==> config.mk <==
export PLATFORM = sky130hd
export DESIGN_NAME = serial_command_led_pwm_dimmer_core
export DESIGN_NICKNAME = d
export VERILOG_FILES = /design/src/sv/scpd_pkg.sv /design/src/sv/scpd_parser.sv /design/src/sv/serial_command_led_pwm_dimmer_core.sv
export SDC_FILE = /design/constraint.sdc
export NUM_CORES = 1
export LEC_CHECK = 0
export ABC_AREA = 1
export ABC_CLOCK_PERIOD_IN_PS = 2250
export BUFFER_PORTS_ARGS = -buffer_cell sky130_fd_sc_hd__clkbuf_2
export CAP_MARGIN = 20
export CORE_MARGIN = 2
export CORE_UTILIZATION = 50
export CTS_BUF_LIST = sky130_fd_sc_hd__clkbuf_4
export DETAILED_ROUTE_END_ITERATION = 10
export PLACE_DENSITY = 0.7
export SLEW_MARGIN = 5
export SYNTH_ARGS = -nofsm -noshare
export SYNTH_HDL_FRONTEND = slang
export SYNTH_SLANG_ARGS = --single-unit
export TNS_END_PERCENT = 10
==> constraint.sdc <==
create_clock -name clock -period 2.25 [get_ports clock]
set_input_delay 0.45 -clock clock [delete_from_list [all_inputs] [get_ports clock]]
set_output_delay 0.45 -clock clock [all_outputs]
set_load 0.05 [all_outputs]
==> src/sv/scpd_pkg.sv <==
// Package for the serial command LED PWM dimmer: shared types and constants.
// Used by scpd_parser and serial_command_led_pwm_dimmer_core; no dependencies.

package scpd_pkg;

   // Configuration register indexes
   localparam logic [2:0] REG_PERIOD_TICKS = 3'd0;
   localparam logic [2:0] REG_LEVEL_OPEN   = 3'd1;
   localparam logic [2:0] REG_LEVEL_CLOSE  = 3'd2;
   localparam logic [2:0] REG_LEVEL_MID    = 3'd3;
   localparam logic [2:0] REG_LEVEL_HIGH   = 3'd4;

   // Register reset values
   localparam logic [3:0] PERIOD_RESET = 4'd10;
   localparam logic [3:0] OPEN_RESET   = 4'd3;
   localparam logic [3:0] CLOSE_RESET  = 4'd1;
   localparam logic [3:0] MID_RESET    = 4'd6;
   localparam logic [3:0] HIGH_RESET   = 4'd9;
   localparam logic [3:0] DUTY_RESET   = 4'd3;

   // Item kinds on the request channel
   localparam logic FUNC_TICK = 1'b0;
   localparam logic FUNC_BYTE = 1'b1;

   // Characters the parser knows
   localparam logic [7:0] CHAR_O_UP = 8'h4F;
   localparam logic [7:0] CHAR_O_LO = 8'h6F;
   localparam logic [7:0] CHAR_S_UP = 8'h53;
   localparam logic [7:0] CHAR_S_LO = 8'h73;
   localparam logic [7:0] CHAR_A_UP = 8'h41;
   localparam logic [7:0] CHAR_A_LO = 8'h61;
   localparam logic [7:0] CHAR_B_UP = 8'h42;
   localparam logic [7:0] CHAR_B_LO = 8'h62;
   localparam logic [7:0] CHAR_C_UP = 8'h43;
   localparam logic [7:0] CHAR_C_LO = 8'h63;
   localparam logic [7:0] CHAR_N    = 8'h4E;
   localparam logic [7:0] CHAR_ONE  = 8'h31;
   localparam logic [7:0] CHAR_EIGHT = 8'h38;

   // Duty levels picked by the command letters
   typedef struct packed {
      logic [3:0] open;
      logic [3:0] close;
      logic [3:0] mid;
      logic [3:0] high;
   } levels_type;

   // Duty write request from the parser
   typedef struct packed {
      logic       one;     // write channel ch
      logic       all;     // write every channel
      logic [2:0] ch;
      logic [3:0] level;
   } duty_cmd_type;

endpackage

==> src/sv/scpd_parser.sv <==
// Two-character serial command parser of the LED PWM dimmer.
// Depends on scpd_pkg; holds the parse mode and issues duty write requests.

module scpd_parser (
   input  logic                  clock,
   input  logic                  reset,
   input  logic                  byte_valid,
   input  logic [7:0]            rx_byte,
   input  scpd_pkg::levels_type  levels,
   output scpd_pkg::duty_cmd_type duty_cmd
);
   import scpd_pkg::*;

   typedef enum logic [2:0] {
      MODE_IDLE,
      MODE_OPEN,
      MODE_CLOSE,
      MODE_ALT,
      MODE_MID,
      MODE_HIGH
   } mode_type;

   mode_type mode_ff, mode_in;
   mode_type sel_mode;
   logic     is_digit, is_n, all_ok;
   logic [3:0] lvl;

   // Letter decode, then the write the selected mode allows
   always_comb begin
      is_digit = (rx_byte >= CHAR_ONE) && (rx_byte <= CHAR_EIGHT);
      is_n     = (rx_byte == CHAR_N);

      case (rx_byte)
         CHAR_O_UP, CHAR_O_LO: sel_mode = MODE_OPEN;
         CHAR_S_UP, CHAR_S_LO: sel_mode = MODE_CLOSE;
         CHAR_A_UP, CHAR_A_LO: sel_mode = MODE_ALT;
         CHAR_B_UP, CHAR_B_LO: sel_mode = MODE_MID;
         CHAR_C_UP, CHAR_C_LO: sel_mode = MODE_HIGH;
         default:              sel_mode = (is_digit || is_n) ? mode_ff : MODE_IDLE;
      endcase

      lvl    = 4'd0;
      all_ok = 1'b0;
      unique case (sel_mode)
         MODE_OPEN, MODE_ALT: begin
            lvl    = levels.open;
            all_ok = 1'b1;
         end
         MODE_CLOSE: begin
            lvl    = levels.close;
            all_ok = 1'b1;
         end
         MODE_MID:  lvl = levels.mid;
         MODE_HIGH: lvl = levels.high;
         default:   lvl = 4'd0;
      endcase

      duty_cmd.level = lvl;
      duty_cmd.ch    = 3'(rx_byte - CHAR_ONE);
      duty_cmd.one   = byte_valid && (sel_mode != MODE_IDLE) && is_digit;
      duty_cmd.all   = byte_valid && all_ok && is_n;

      mode_in = mode_ff;
      if (byte_valid) begin
         if (duty_cmd.one || duty_cmd.all) begin
            mode_in = MODE_IDLE;
         end else begin
            mode_in = sel_mode;
         end
      end
   end

   // Parse mode register
   always_ff @(posedge clock) begin
      if (reset) begin
         mode_ff <= MODE_IDLE;
      end else begin
         mode_ff <= mode_in;
      end
   end

endmodule

==> src/sv/serial_command_led_pwm_dimmer_core.sv <==
// Top level of the serial command LED PWM dimmer.
// Depends on scpd_pkg and scpd_parser.
//
// Usage:
//   req channel: one word per item. req_tuser is the item kind (0 = PWM tick,
//   1 = received serial byte), req_tdata carries the byte.
//   rsp channel: one word per accepted item, in order. rsp_tdata holds the LED
//   pin levels (0 = lit) and the echoed byte, rsp_tuser flags a valid echo.
//   csr port: write-only, one register per cycle while csr_we is high, to be
//   used only while no item is in flight.
// Output: an accepted word is registered in the result register and read on rsp.
// Throughput: one item per cycle while req_tready is high; all work is a single
//   combinational pass from the state registers into the result register.
// Stall: a two-word output buffer (result register plus skid register)
//   keeps req_tready high while one result waits; req_tready falls only when
//   both entries are full, and rises again the cycle after rsp takes a word.
// Reset: synchronous; parser idle, all duties 3, counters 0, all pins lit,
//   registers at their defaults, output buffer empty.

module serial_command_led_pwm_dimmer_core #(
   parameter int CHANNELS = 8
) (
   input  logic        clock,
   input  logic        reset,
   // request channel
   input  logic        req_tvalid,
   output logic        req_tready,
   input  logic [7:0]  req_tdata,   // [7:0] rx_byte
   input  logic        req_tuser,   // [0] func
   // result channel
   output logic        rsp_tvalid,
   input  logic        rsp_tready,
   output logic [15:0] rsp_tdata,   // [7:0] led_pins, [15:8] echo_byte
   output logic        rsp_tuser,   // [0] echo_valid
   // configuration port
   input  logic        csr_we,
   input  logic [2:0]  csr_index,
   input  logic [3:0]  csr_wdata
);
   import scpd_pkg::*;

   localparam int SHOWN = (CHANNELS < 8) ? CHANNELS : 8;

   // Configuration registers
   logic [3:0]  period_ff;
   levels_type  levels_ff;

   // PWM state
   logic [3:0]  duty_ff  [CHANNELS];
   logic [3:0]  duty_in  [CHANNELS];
   logic [3:0]  count_ff [CHANNELS];
   logic [3:0]  count_in [CHANNELS];
   logic [7:0]  pins_ff, pins_in;
   logic [CHANNELS-1:0] dark;
   logic [4:0]  step_n   [CHANNELS];

   // Output buffer
   logic        out_v_ff, skid_v_ff;
   logic [16:0] out_ff, skid_ff;
   logic [16:0] result;

   logic        accept, take, is_byte, is_tick;
   duty_cmd_type duty_cmd;

   assign req_tready = !skid_v_ff;
   assign accept     = req_tvalid && req_tready;
   assign take       = out_v_ff && rsp_tready;
   assign is_byte    = accept && (req_tuser == FUNC_BYTE);
   assign is_tick    = accept && (req_tuser == FUNC_TICK);

   // Configuration writes
   always_ff @(posedge clock) begin
      if (reset) begin
         period_ff       <= PERIOD_RESET;
         levels_ff.open  <= OPEN_RESET;
         levels_ff.close <= CLOSE_RESET;
         levels_ff.mid   <= MID_RESET;
         levels_ff.high  <= HIGH_RESET;
      end else if (csr_we) begin
         unique case (csr_index)
            REG_PERIOD_TICKS: period_ff       <= csr_wdata;
            REG_LEVEL_OPEN:   levels_ff.open  <= csr_wdata;
            REG_LEVEL_CLOSE:  levels_ff.close <= csr_wdata;
            REG_LEVEL_MID:    levels_ff.mid   <= csr_wdata;
            REG_LEVEL_HIGH:   levels_ff.high  <= csr_wdata;
            default: ;
         endcase
      end
   end

   scpd_parser u_parser (
      .clock      (clock),
      .reset      (reset),
      .byte_valid (is_byte),
      .rx_byte    (req_tdata),
      .levels     (levels_ff),
      .duty_cmd   (duty_cmd)
   );

   // Per-channel duty writes and PWM tick
   always_comb begin
      for (int i = 0; i < CHANNELS; i++) begin
         step_n[i] = {1'b0, count_ff[i]} + 5'd1;
         dark[i]   = !((step_n[i] < {1'b0, duty_ff[i]}) || (duty_ff[i] > period_ff));
         count_in[i] = count_ff[i];
         if (is_tick) begin
            count_in[i] = (step_n[i] >= {1'b0, period_ff}) ? 4'd0 : step_n[i][3:0];
         end
         duty_in[i] = duty_ff[i];
         if (duty_cmd.all || (duty_cmd.one && ({29'd0, duty_cmd.ch} == 32'(i)))) begin
            duty_in[i] = duty_cmd.level;
         end
      end
      pins_in = is_tick ? 8'(dark[SHOWN-1:0]) : pins_ff;
   end

   always_ff @(posedge clock) begin
      if (reset) begin
         pins_ff <= 8'd0;
         for (int i = 0; i < CHANNELS; i++) begin
            duty_ff[i]  <= DUTY_RESET;
            count_ff[i] <= 4'd0;
         end
      end else begin
         pins_ff <= pins_in;
         for (int i = 0; i < CHANNELS; i++) begin
            duty_ff[i]  <= duty_in[i];
            count_ff[i] <= count_in[i];
         end
      end
   end

   // Result word: {echo_valid, echo_byte, led_pins}
   assign result = (req_tuser == FUNC_BYTE) ? {1'b1, req_tdata, pins_in}
                                            : {1'b0, 8'd0, pins_in};

   // Output register with skid entry
   always_ff @(posedge clock) begin
      if (reset) begin
         out_v_ff  <= 1'b0;
         skid_v_ff <= 1'b0;
      end else begin
         if (take) begin
            if (skid_v_ff) begin
               out_v_ff  <= 1'b1;
               skid_v_ff <= 1'b0;
            end else begin
               out_v_ff <= accept;
            end
         end else if (accept) begin
            if (out_v_ff) begin
               skid_v_ff <= 1'b1;
            end else begin
               out_v_ff <= 1'b1;
            end
         end
      end
   end

   always_ff @(posedge clock) begin
      if (take && skid_v_ff) begin
         out_ff <= skid_ff;
      end else if (accept && (take || !out_v_ff)) begin
         out_ff <= result;
      end
      if (accept && out_v_ff && !take) begin
         skid_ff <= result;
      end
   end

   assign rsp_tvalid = out_v_ff;
   assign rsp_tdata  = out_ff[15:0];
   assign rsp_tuser  = out_ff[16];

`ifndef ASSERT_OFF
   // Skid entry only fills behind a held result
   a_skid_behind_out: assert property (@(posedge clock) disable iff (reset)
      skid_v_ff |-> out_v_ff)
      else $error("skid entry valid without result entry");

   // A tick result never carries an echo byte
   a_tick_no_echo: assert property (@(posedge clock) disable iff (reset)
      (rsp_tvalid && !rsp_tuser) |-> (rsp_tdata[15:8] == 8'd0))
      else $error("tick result carries echo data");

   // Output buffer is empty right after reset
   a_reset_empty: assert property (@(posedge clock)
      $past(reset) |-> (!rsp_tvalid && req_tready))
      else $error("output buffer not empty after reset");
`endif

endmodule

==> flow_summary.json <==
{
  "run_status": "completed",
  "n_fill_cell": 1419,
  "syn_to_final_growth_pct": 13.2,
  "synth_common_cells": "215 x nand2_1, 125 x inv_1, 105 x nor2_1, 97 x dfxtp_1, 96 x ha_1",
  "p_sw_mw": 1.37,
  "syn_nets": 1123,
  "die-area_um2": 16700,
  "routabilityCongestion": 0.837,
  "dp_hpwl_um": 12700,
  "first_global_vias": 6274,
  "ctsLongestPathBuffers": 2,
  "cts_hold_buf": 0,
  "cp-start-kind": "register",
  "period_share_pct": 92.3,
  "worst-path-buf-inv": 1,
  "die_w_um": 129,
  "hold_viol": 0,
  "clock_latency_ns": 0.55,
  "ys_seq_area_share_pct": 37.9,
  "numClockSinks": 131,
  "firstDrtPassIters": 5,
  "fin_tns_setup_ns": 0,
  "min_path_type": "in2reg",
  "p_seq_share_pct": 49.4,
  "drtIter0Drc": 396,
  "synth_most_common_cell": "nand2_1",
  "switching_share_pct": 26.8,
  "rows": 45,
  "pin_count": 40,
  "peakVddDrop_mv": 0.649,
  "avgSynthCellArea_um2": 7.77,
  "ant_nets": 0,
  "grt_max_degree": 55,
  "yosysWarnings": 0,
  "htree_levels": 4,
  "fin_worst_skew_ns": 0.0182,
  "synth_area_leaders": "dfxtp_1 25%, ha_1 15%, edfxtp_1 13%",
  "start_util_pct": 51.2,
  "cp_data_arrival_time_ns": 2.38,
  "port_buffers": 39,
  "synth_top_area_share_pct": 24.8,
  "p_total_mw": 5.11,
  "synth_top_area_cell": "dfxtp_1",
  "power.share.clock_pct": 38.1,
  "num_vias": 6632,
  "grt_pass1_wl_um": 29700,
  "critPathSlowestCell": "dfxtp_1",
  "crit_path_max_incr_delay_ns": 0.35,
  "via_per_inst": 5.09,
  "wire_per_inst_um": 13.4,
  "ys_types": 38,
  "synth-main-ff-cell": "dfxtp_1",
  "slew_headroom_pct": 63.4,
  "synth.ff_latch_count": 131,
  "layout.nets": 1194,
  "overflow": 0,
  "finalMaxSlewViolations": 0,
  "synth_edf_count": 34,
  "cts_tree": "done",
  "p_int_mw": 3.74,
  "rsz0062_at_grt": "false",
  "totalWireLength_um": 17400,
  "cp-end-kind": "register",
  "finalCriticalPeriod_ns": 2.08,
  "die_height_um": 129,
  "numCtsBuffers": 17,
  "crit_fanout": 3,
  "path_delay_family": "adder cells",
  "cap_violations": 0,
  "required_ns": 2.55,
  "crit_type": "reg2reg",
  "drc": 0,
  "ys_async_sr_fraction_pct": 0,
  "core-area_um2": 15300,
  "antenna_found_initial": 1,
  "crit_chain": "ha_1 -> ha_1 -> a21boi_0 -> o21a_1 -> o21ai_0 -> nand3b_1 -> nand3_2 -> nand2_1 -> inv_1 -> o21ai_0",
  "worst_slew_pin_slew_ns": 0.550,
  "path_clk_slew_ns": 0.12,
  "grt_use_total_pct": 22.3,
  "root_buffer": "clkbuf_4",
  "leakage_nw": 4.53,
  "postSynthCellCount": 1006,
  "max_freq_mhz": 481,
  "setup_viol": 0,
  "syn_area_um2": 7820,
  "power_frac_comb_pct": 12.6,
  "power.density_nw_per_um2": 578,
  "drive_above_1_share_pct": 14.2
}
-- cells in the final DEF (no fill, tap or decap), types with 5 or more instances in the layout --
| master | count |
|---|---|
| nand4_1 | 12 |
| edfxtp_1 | 34 |
| inv_2 | 10 |
| ha_1 | 96 |
| a21oi_1 | 53 |
| nand2_1 | 215 |
| o211ai_1 | 14 |
| o21a_1 | 10 |
| nor3_1 | 5 |
| o21ai_0 | 45 |
| dfxtp_1 | 97 |
| bufinv_16 | 5 |
| clkbuf_4 | 20 |
| nand3_1 | 66 |
| buf_4 | 35 |
| a21boi_0 | 10 |
| a211oi_1 | 8 |
| o21bai_1 | 5 |
| xnor2_1 | 8 |
| nor2_1 | 104 |
| xor2_1 | 7 |
| and3_1 | 7 |
| nand3_2 | 11 |
| clkbuf_2 | 39 |
| nor2_2 | 5 |
| nand2_2 | 13 |
| inv_1 | 125 |
-- power groups by stage --
stage               Sequential, mW  Clock [mW]  Combinational, mW
global route                  2.53        2.10              0.715
detailed placement            2.58           0              0.641
CTS                           2.52        1.99              0.645
floorplan                     2.68           0              0.335
finish                        2.52        1.94              0.642
global placement              2.57           0              0.629
-- routing by layer --
metal	GRT usage, %	up-vias	wire length, µm
li1	-	3473	-
met1	29.0	3040	8340
met2	37.4	102	8220
met3	5.08	17	629
met4	6.33	0	239
met5	0	-	0
-- logic make-up after synthesis --
kind of cell	count (synthesis)	synth area share, %
buf+inv	161	8.03
fa+ha+maj	96	15.4
compound gates	156	11.8
flops	131	37.9
simple gates	446	25.1
xor+xnor	16	1.79
-- worst register-to-register path, delay by kind of cell, from the launching register on --
| family | cells | cell delay [ns] |
|---|---|---|
| adder cells (fa/ha/maj) | 2 | 0.61 |
| buffers and inverters | 1 | 0.08 |
| flip-flops | 1 | 0.35 |
| AND/OR/NAND/NOR | 3 | 0.30 |
| AO/OA/AOI/OAI | 4 | 0.50 |
-- through the flow --
| stage | instance area (µm²) | worst slack [ns] | utilization, % | instances | hold WS [ns] |
|---|---|---|---|---|---|
| floorplan | 7820 | 0.144 | - | 1006 | 0.430 |
| global placement | 8480 | 0.110 | 55.6 | 1269 | 0.454 |
| detailed placement | 8480 | 0.0599 | 55.6 | 1269 | 0.452 |
| CTS | 8830 | 0.0471 | 57.9 | 1301 | 0.114 |
| global route | 8850 | 0.00318 | 58.0 | 1302 | 0.117 |
| finish | 8850 | 0.173 | 58.0 | 1302 | 0.161 |
-- final cells by class --
cell class / instances / area (µm²) / area share, %
multi-input combinational: 714 / 4250 / 48.0
timing repair buffer: 76 / 498 / 5.63
inverter: 137 / 517 / 5.84
clock buffer: 20 / 150 / 1.70
clock inverter: 12 / 205 / 2.32
sequential: 131 / 2960 / 33.5
tap: 211 / 264 / 2.98
antenna: 1 / 2.50 / 0.0283
-- registers in the layout, indices dropped and copies added (netlist names) --
| name | count |
|---|---|
| skid_ff | 17 |
| period_ff | 4 |
| levels_ff | 16 |
| out_ff | 17 |
| skid_v_ff | 1 |
| count_ff | 32 |
| pins_ff | 8 |
| u_parser.mode_ff | 3 |
| duty_ff | 32 |
| rsp_tvalid | 1 |
-- timing repair --
item | in CTS | in global routing
setup endpoints to repair | 0 | 3
buffers inserted | 0 | 0
resized for setup | 0 | 4
-- final timing paths --
check	to	from	slack, ns	cells past startpoint
setup / recovery	out_ff[1]	count_ff[0][5]	0.17	10
hold / removal	skid_v_ff	req_tvalid	0.16	3
setup reg to reg	out_ff[1]	count_ff[0][5]	0.17	10
hold reg to reg	levels_ff[14]	levels_ff[14]	0.47	2
Note: power is estimated with default switching activity, not from simulation.
